File: config.mk
export PLATFORM = sky130hd
export DESIGN_NAME = pttt_ram
export DESIGN_NICKNAME = d
export VERILOG_FILES = /design/src/sv/pttt_ram.sv
export SDC_FILE = /design/constraint.sdc
export NUM_CORES = 1
export LEC_CHECK = 0
export BUFFER_PORTS_ARGS = -buffer_cell sky130_fd_sc_hd__clkbuf_2
export CAP_MARGIN = 20
export CORE_MARGIN = 5
export CORE_UTILIZATION = 50
export CTS_CLUSTER_SIZE = 28
export DETAILED_ROUTE_END_ITERATION = 16
export GPL_TIMING_DRIVEN = 1
export PLACE_DENSITY_LB_ADDON = 0.08
export SYNTH_ARGS = -nofsm -noshare
export SYNTH_HDL_FRONTEND = slang
export SYNTH_SLANG_ARGS = --single-unit
File: constraint.sdc
create_clock -name clock -period 2.4 [get_ports clock]
set_clock_uncertainty 0.15 [all_clocks]
set_input_delay 0.24 -clock clock [delete_from_list [all_inputs] [get_ports clock]]
set_output_delay 0.24 -clock clock [all_outputs]
set_load 0.01 [all_outputs]
File: src/sv/pttt_ram.sv
// generic single-port-write, one-read ram with registered read data
module pttt_ram #(
   parameter int WIDTH = 8,
   parameter int DEPTH = 32
) (
   input  logic                                      clock,
   input  logic                                      wr_en,
   input  logic [$clog2((DEPTH > 1) ? DEPTH : 2)-1:0] wr_addr,
   input  logic [WIDTH-1:0]                          wr_data,
   input  logic [$clog2((DEPTH > 1) ? DEPTH : 2)-1:0] rd_addr,
   output logic [WIDTH-1:0]                          rd_data
);
   logic [WIDTH-1:0] mem [DEPTH];

   always_ff @(posedge clock) begin
      if (wr_en) begin
         mem[wr_addr] <= wr_data;
      end
      rd_data <= mem[rd_addr];
   end
endmodule

==> impl_metrics.py <==
metrics = {
    "worst_setup_path": {
        "r2r_end": "rd_data[5]$_DFF_P_",
        "startpoint_type": "flop",
        "worstSetupStartpoint": "mem[5][5]$_DFFE_PP_",
        "cp-end-kind": "flop",
        "reg2reg_slack_ns": 0.44,
        "r2r_cells": 3,
        "required_ns": 2.67,
        "endpoint": "rd_data[5]$_DFF_P_",
        "critical_path_arrival_ns": 2.23,
        "crit_type": "reg2reg",
        "cp_max_fo": 1,
        "r2r-start": "mem[5][5]$_DFFE_PP_",
    },
    "die": {
        "core_area_um2": 19700,
        "ios": 28,
        "die_h_um": 152,
        "die_area_um2": 23000,
        "rows": 51,
        "die_w_um": 152,
        "initial_core_util_pct": 51.2,
    },
    "sta": {
        "tightestPinTransition_ns": 0.716,
        "hold_violations": 0,
        "fin_crit_ns": 1.96,
        "slew_headroom_pct": 52.2,
        "fin_crit_sh_pct": 81.7,
        "grt_setup_unrepaired": "no",
        "fin_setup_tns_ns": 0,
        "finalSetupViolCount": 0,
        "finalMaxSlewViolations": 0,
        "setup_slack_ns": 0.440,
        "max_clock_freq_mhz": 510,
    },
    "clock_network": {
        "ctsHoldBuffers": 0,
        "cts_tree": "done",
        "ctsHtreeMaxLevel": 1,
        "cts_resized": 0,
        "cts_setup_buffers": 0,
        "cts.sinks": 264,
        "numCtsBuffers": 27,
        "clkTransAtPathRegs_ns": 0.06,
        "clockBufferDepth": 3,
        "insertion_delay_ns": 0.53,
        "cts_root_buffer": "clkbuf_16",
    },
    "synth": {
        "synth_mux_area_share_pct": 18.8,
        "synth_nets": 437,
        "synth_area_leaders": "edfxtp_1 (76%), mux4_2 (18%), dfxtp_1 (1.6%)",
        "yosysWarnings": 0,
        "yosysUniqueCellTypes": 15,
        "synth_compound_area_share_pct": 0,
        "synthXorXnorAreaFrac_pct": 0,
        "yosys.area_share.simple_pct": 2.07,
        "syn_area_um2": 10100,
        "avgSynthCellArea_um2": 24.1,
        "synth_top_area_share_pct": 76.5,
        "synth_seq_area_share_pct": 78.1,
        "synth_cells": 417,
        "synth_top_family_by_area": "multiplexers",
        "ys_ff_latch": 264,
        "synth_top_area_cell": "edfxtp_1",
        "synthAdderAreaFrac_pct": 0,
    },
    "detailed_routing": {
        "drt_wl_total_um": 20900,
        "num_vias": 4578,
        "route.detailed.wl_per_inst_um": 26.9,
        "avgViaCountPerCell": 5.88,
        "drc": 0,
        "antenna_violating_nets_post_route": 0,
        "dr.pass1.iters": 5,
        "drt_iter0_markers": 520,
    },
    "finish": {
        "final_layout_size_suffix_gt1_share_pct": 39.1,
        "post-route-util_pct": 59.7,
        "antenna_cells": 0,
        "area_delta_synth_final_pct": 16.6,
        "nFillCells": 1441,
        "nets": 513,
    },
    "global_route": {
        "antenna_found_initial": 1,
        "grtUsageTotal_pct": 18.6,
        "grt_overflow": 0,
        "grt_start_max_net_pins": 51,
        "grt_pass1_vias": 4682,
        "grt_pass1_wl_um": 31900,
    },
    "status": {
        "outcome": "finished clean",
    },
    "pwr": {
        "powerDensity_nw_per_um2": 856,
        "ir_drop_mv": 0.601,
        "leakage_nw": 3.78,
    },
    "placement": {
        "gp_congestion": 0.733,
        "hpwl_um": 13200,
        "preCtsSetupSlack_ns": 0.0678,
        "port_buffers": 27,
    },
    "worst_hold_path": {
        "hold_class": "in2reg",
    },
    "job": {
        "cap_viol_max_count": 0,
    },
}
==> critical path, stage by stage (launching register included) <==
cell	delay [ns]
edfxtp_1	0.36
mux4_2	0.52
mux4_2	0.52
mux2_2	0.29
==> cell type report <==
cell class              instances  area (um^2)  area share, %
multi-input cells             133         2100           17.9
clock inverters                21          262           2.23
repair buffers                 67          500           4.27
flip-flops and latches        264         7850           66.9
well taps                     265          332           2.83
clock buffers                  29          683           5.83
==> layout by cell type (no fill, tap or decap), drive strengths merged <==
cell and instances:
or3b 3, clkinv 11, mux2 8, nand3 2, nor2 33, nand3b 5, edfxtp 256, nand2 1
bufinv 6, mux4 80, clkinvlp 2, inv 2, buf 41, dfxtp 8, clkbuf 55, or3 1
==> flip-flops by register name, indices dropped and copies added, names as in the netlist <==
| register | cells |
|---|---|
| rd_data | 8 |
| mem | 256 |
==> synth_stat cells <==
cell type	n
nor2_1	33
mux4_2	80
buf_6	1
or3b_2	3
buf_1	6
edfxtp_1	256
buf_2	1
or3_1	1
nand3_1	2
clkbuf_1	6
nand3b_1	5
buf_4	6
dfxtp_1	8
nand2_1	1
mux2_2	8
==> worst min-delay path by stage <==
| stage | start | end | slack [ns] | depth (start not counted) |
|---|---|---|---|---|
| after floorplan | wr_data[0] | mem[0][0]$_DFFE_PP_ | 0.19 | 0 |
| after global placement | rd_data[4]$_DFF_P_ | rd_data[4] | 0.50 | 1 |
| after detailed placement | rd_data[5]$_DFF_P_ | rd_data[5] | 0.49 | 1 |
| after CTS | rd_addr[3] | rd_data[4]$_DFF_P_ | 0.08 | 2 |
| after global routing | rd_addr[3] | rd_data[4]$_DFF_P_ | 0.11 | 2 |
| final | rd_addr[3] | rd_data[4]$_DFF_P_ | 0.10 | 2 |
==> cells by family after synthesis <==
family / count (synthesis)
DFF: 264
muxes: 88
and+or+nand+nor: 45
buffers and inverters: 20
==> layer usage <==
layer	up-vias	global-route usage, %	wire length (um)
li1	1933	-	-
met5	-	0	13
met1	2438	30.1	9760
met4	2	3.34	381
met3	32	3.41	1320
met2	173	27.0	9460
==> where the power goes <==
part | internal (mW) | leakage (nW) | switching (mW) | total, mW
Combinational | 0.224 | 0.942 | 0.279 | 0.503
Sequential | 5.13 | 2.37 | 0.0272 | 5.15
Clock | 2.71 | 0.461 | 1.68 | 4.38
==> stage by stage <==
stage / hold slack [ns] / instances / total power, mW / cell area, um^2
floorplan: 0.189 / 417 / 5.52 / 10100
global placement: 0.496 / 729 / 5.76 / 10800
detailed placement: 0.486 / 729 / 5.77 / 10800
CTS: 0.0800 / 779 / 10.1 / 11700
global route: 0.107 / 779 / 10.4 / 11700
finish: 0.102 / 779 / 10.0 / 11700
Power figures use the tool's default switching activity.
