`src/sv/pttt_pkg.sv`:
```
// shared types and constants for the periodic task timer table
package pttt_pkg;

   localparam int SLOTS_DEF   = 32;
   localparam int STEP_MS_DEF = 10;
   localparam int MAX_FIRES   = 32;

   localparam logic [1:0] OP_REGISTER   = 2'd0;
   localparam logic [1:0] OP_UNREGISTER = 2'd1;
   localparam logic [1:0] OP_TICK       = 2'd2;
   localparam logic [1:0] OP_UNUSED     = 2'd3;

   localparam logic [1:0] ST_OK       = 2'd0;
   localparam logic [1:0] ST_BAD_PER  = 2'd1;
   localparam logic [1:0] ST_FULL     = 2'd2;
   localparam logic [1:0] ST_NOTFOUND = 2'd3;

   typedef struct packed {
      logic [1:0]  op;
      logic [31:0] period_ms;
      logic [31:0] elapsed_ms;
      logic [1:0]  task_mode;
      logic [63:0] user_tag;
      logic [7:0]  slot_id;
   } req_type;

   typedef struct packed {
      logic [1:0]  status;
      logic [4:0]  result_slot;
      logic        fired;
      logic [1:0]  fired_mode;
      logic [63:0] fired_tag;
      logic        last;
   } rsp_type;

   // one slot entry as held in the table memory
   typedef struct packed {
      logic [31:0] reload;
      logic [31:0] count;
      logic [1:0]  mode;
      logic [63:0] tag;
   } entry_type;

endpackage

```
`src/sv/pttt_div.sv`:
```
// divider by the constant tick step: registered reciprocal multiplication
module pttt_div #(
   parameter int STEP_MS = pttt_pkg::STEP_MS_DEF
) (
   input  logic        clock,
   input  logic        reset,
   input  logic        start,
   input  logic [31:0] dividend,
   output logic        done,
   output logic [31:0] quotient
);
   // scaled reciprocal, rounded up, exact for every 32-bit dividend
   localparam int          SH       = 32 + $clog2(STEP_MS);
   localparam logic [63:0] RECIP    = ((64'd1 << SH) + 64'(STEP_MS) - 64'd1) / 64'(STEP_MS);
   localparam logic [16:0] RECIP_LO = RECIP[16:0];
   localparam logic [15:0] RECIP_HI = RECIP[32:17];

   logic [31:0] arg_ff, arg_in;
   logic [48:0] lo_ff, lo_in;
   logic [31:0] quo_ff, quo_in;
   logic        st1_ff, st2_ff;
   logic        done_ff;
   logic [47:0] hi_prod;
   logic [65:0] sum;

   // low partial product first, then the high one and the final sum
   always_comb begin
      arg_in  = start ? dividend : arg_ff;
      lo_in   = st1_ff ? 49'(arg_ff) * 49'(RECIP_LO) : lo_ff;
      hi_prod = 48'(arg_ff) * 48'(RECIP_HI);
      sum     = 66'(lo_ff) + (66'(hi_prod) << 17);
      quo_in  = st2_ff ? 32'(sum >> SH) : quo_ff;
   end

   always_ff @(posedge clock) begin
      if (reset) begin
         st1_ff  <= 1'b0;
         st2_ff  <= 1'b0;
         done_ff <= 1'b0;
      end else begin
         st1_ff  <= start;
         st2_ff  <= st1_ff;
         done_ff <= st2_ff;
      end
      arg_ff <= arg_in;
      lo_ff  <= lo_in;
      quo_ff <= quo_in;
   end

   assign done     = done_ff;
   assign quotient = quo_ff;
endmodule

```
`config.mk`:
```
export PLATFORM = sky130hd
export DESIGN_NAME = pttt_div
export DESIGN_NICKNAME = d
export VERILOG_FILES = /design/src/sv/pttt_pkg.sv /design/src/sv/pttt_div.sv
export SDC_FILE = /design/constraint.sdc
export NUM_CORES = 1
export LEC_CHECK = 0
export BUFFER_PORTS_ARGS = -buffer_cell sky130_fd_sc_hd__buf_4
export CORE_AREA = 10 10 231 167
export CTS_CLUSTER_DIAMETER = 60
export DETAILED_ROUTE_END_ITERATION = 12
export DIE_AREA = 0 0 241 177
export PLACE_DENSITY = 0.73
export SLEW_MARGIN = 5
export SYNTH_ARGS = -nofsm -noshare
export SYNTH_HDL_FRONTEND = slang
export SYNTH_SLANG_ARGS = --single-unit
```
`constraint.sdc`:
```
create_clock -name clock -period 9.7 [get_ports clock]
set_input_delay 0.485 -clock clock [delete_from_list [all_inputs] [get_ports clock]]
set_output_delay 0.485 -clock clock [all_outputs]
set_load 0.02 [all_outputs]
```
==> run metrics <==
fin crit period between 8 and 9 ns; vias post-DR ~13000; Die Wd 241 um; Buffers on Ports 65; R2R depth 26; Crit Path Max Fanout 8; Max-Cap Viols 0; clock root buffer clkbuf_16; Reg-to-Reg End quotient[28]; GPL Wtd Cong 1.01; I/O pin cnt 68; Worst Path Arrival around 8.9 ns; Syn Inst Count 1850; Final Hold Viols 0; DRT antenna net count 0; r2r setup slk 0.96 ns; Layout area overhead 6.68%; crit end category register; Fill cells between 2000 and 3000; syn avg cell area 10.0 um2; Tcrit/Tclk final between 90% and 100%; Starting Density between 50 and 60%; max incr delay on CP 0.73 ns; relative slew slack between 30% and 40%; EDFF count, synth between 90 and 100; Fin Setup TNS 0 ns; Worst-Skew Late Latency about 0.4 ns; Hold-fix buffers, CTS 0; Setup Buffers After CTS 0; Area contributors post-synth fa_1 (31%), ha_1 (20%), edfxtp_1 (15%); CTS H-tree lvls 3; post-DP HPWL roughly 44 mm; area fraction of the dominant cell type after synthesis a little under a third; CTS tree done; reg2reg start arg_ff[13]; Worst-Margin Slew around 0.99 ns; status finished clean; first-pass GRT wire length between 70 and 80 mm; vias in the first global route 13700; layout cell share with drive strength beyond 1 5.82%; clock skew 0.0184 ns; Critical Path Sink quotient[28]; Synth cell types a little under 80; CP startpoint kind register; Yosys warnings 0; Core Region roughly 34000 um2; crit path kind register to register; die height roughly 180 um; Final nets approximately 2500; per-cell routed wire length 21.4 um; clock buffer depth 2; Slowest-stage cell, CP edfxtp_1; fraction of registers with async set/reset 0%; post-synthesis register bit count 95; Global Route Usage Sum around 24%; Hold Crit Class input port to register; largest net degree at the start of global routing 34; Slew Limit Fails 0; die area ~43000 um2; Fmax 114 MHz; post-DR vias/cell about 5.6; GRT overflow 0; Main synth FF type edfxtp_1; CTS buffer count 9; Cell Rows 57; Reg clk slew, reported paths approximately 0.1 ns; Seq/Total Area, Yosys roughly 15%; CP dominant cell by count fa_1; Syn Std Cell Area about 19000 um2; CTS Sinks between 90 and 100; number of gates resized after cts 0; Crit. Startpoint arg_ff[13]; Worst Path Required ~9.8 ns; number of setup violations in the final report 0; routed wire length 50.1 mm; Yosys top cell by area fa_1; initial drt markers around 1300; RSZ-0062 raised after global routing no; detailed-route DRC error count 0; initial antenna violation count 4; 1st-pass router iterations 5; diode count 0
[cell usage in the layout (no fill, tap or decap), types with 37 or more instances in the layout]
cell type	Yosys	routed
nor2_1	62	62
a21oi_1	104	104
inv_1	473	473
xnor2_1	64	64
nand2_1	75	75
o21ai_0	54	54
xor2_1	37	37
fa_1	291	291
ha_1	302	302
buf_4	5	67
edfxtp_1	92	92
[per-stage QoR]
stage / area, um2 / setup WS (ns) / hold WS, ns / util, % / cells
final: 19800 / 0.961 / 0.264 / 57.7 / 2348
after global routing: 19800 / 0.668 / 0.251 / 57.7 / 2348
after CTS: 19800 / 1.18 / 0.254 / 57.7 / 2348
after detailed placement: 19400 / 1.21 / 0.664 / 56.8 / 2332
after global placement: 19400 / 1.29 / 0.663 / 56.8 / 2332
after floorplan: 18500 / 2.34 / 0.557 / - / 1851
[worst min-delay path by stage]
stage                 end  slack (ns)    startpoint  depth (start not counted)
6_report       arg_ff[20]        0.26  dividend[20]                          1
5_1_grt        arg_ff[20]        0.25  dividend[20]                          1
4_1_cts        arg_ff[20]        0.25  dividend[20]                          1
3_5_place_dp   arg_ff[17]        0.66  dividend[17]                          1
3_3_place_gp   arg_ff[23]        0.66  dividend[23]                          1
2_1_floorplan        done        0.56         reset                          1
[Yosys cell counts, drive strengths merged (14+ instances only)]
| master | number |
|---|---|
| xnor2 | 65 |
| xor2 | 37 |
| fa | 291 |
| edfxtp | 92 |
| ha | 302 |
| nor2b | 14 |
| nor2 | 64 |
| nand4 | 33 |
| clkbuf | 15 |
| nand3 | 17 |
| inv | 473 |
| a21o | 30 |
| a21oi | 104 |
| nand2 | 75 |
| o21ai | 61 |
[cell type report]
type / instances / area [um2] / area share, %
multi-input combinational: 1255 / 13800 / 69.8
sequential: 95 / 2820 / 14.3
timing repair buffer: 67 / 503 / 2.55
inverter: 473 / 1780 / 8.99
tap: 442 / 553 / 2.80
clock buffer: 9 / 225 / 1.14
clock inverter: 7 / 86.3 / 0.437
[critical path: cells and delay by family (launching register included)]
kind,cells,cell delay (ns)
AO/OA/AOI/OAI,2,0.47
XOR/XNOR,2,0.52
adder cells (fa/ha/maj),8,3.87
buffers and inverters,4,0.38
flip-flops,1,0.73
AND/OR/NAND/NOR,10,2.47
[flip-flops by register name (all words and copies together) (netlist names)]
name and flops:
lo_ff 30, st1_ff 1, done 1, arg_ff 32
quotient 30, st2_ff 1
[kinds of logic after synthesis]
family,count (synthesis),share of synthesized area [%]
AO/OA/AOI/OAI,289,10.2
multiplexers,2,0.115
AND/OR/NAND/NOR,267,7.37
other,1,0.0203
flip-flops,95,15.2
XOR/XNOR,102,4.87
buffers and inverters,501,10.3
adder cells (fa/ha/maj),593,51.9
[per-layer routing]
metal	wire length, um	track usage, %	up-vias
li1	-	-	6110
met1	23500	35.6	6486
met2	19500	33.1	616
met3	6590	10.7	43
met4	516	3.45	0
met5	0	0	-
Power is not shown: default switching activity piles up to over one toggle a cycle in this logic, so the estimate is an artifact.
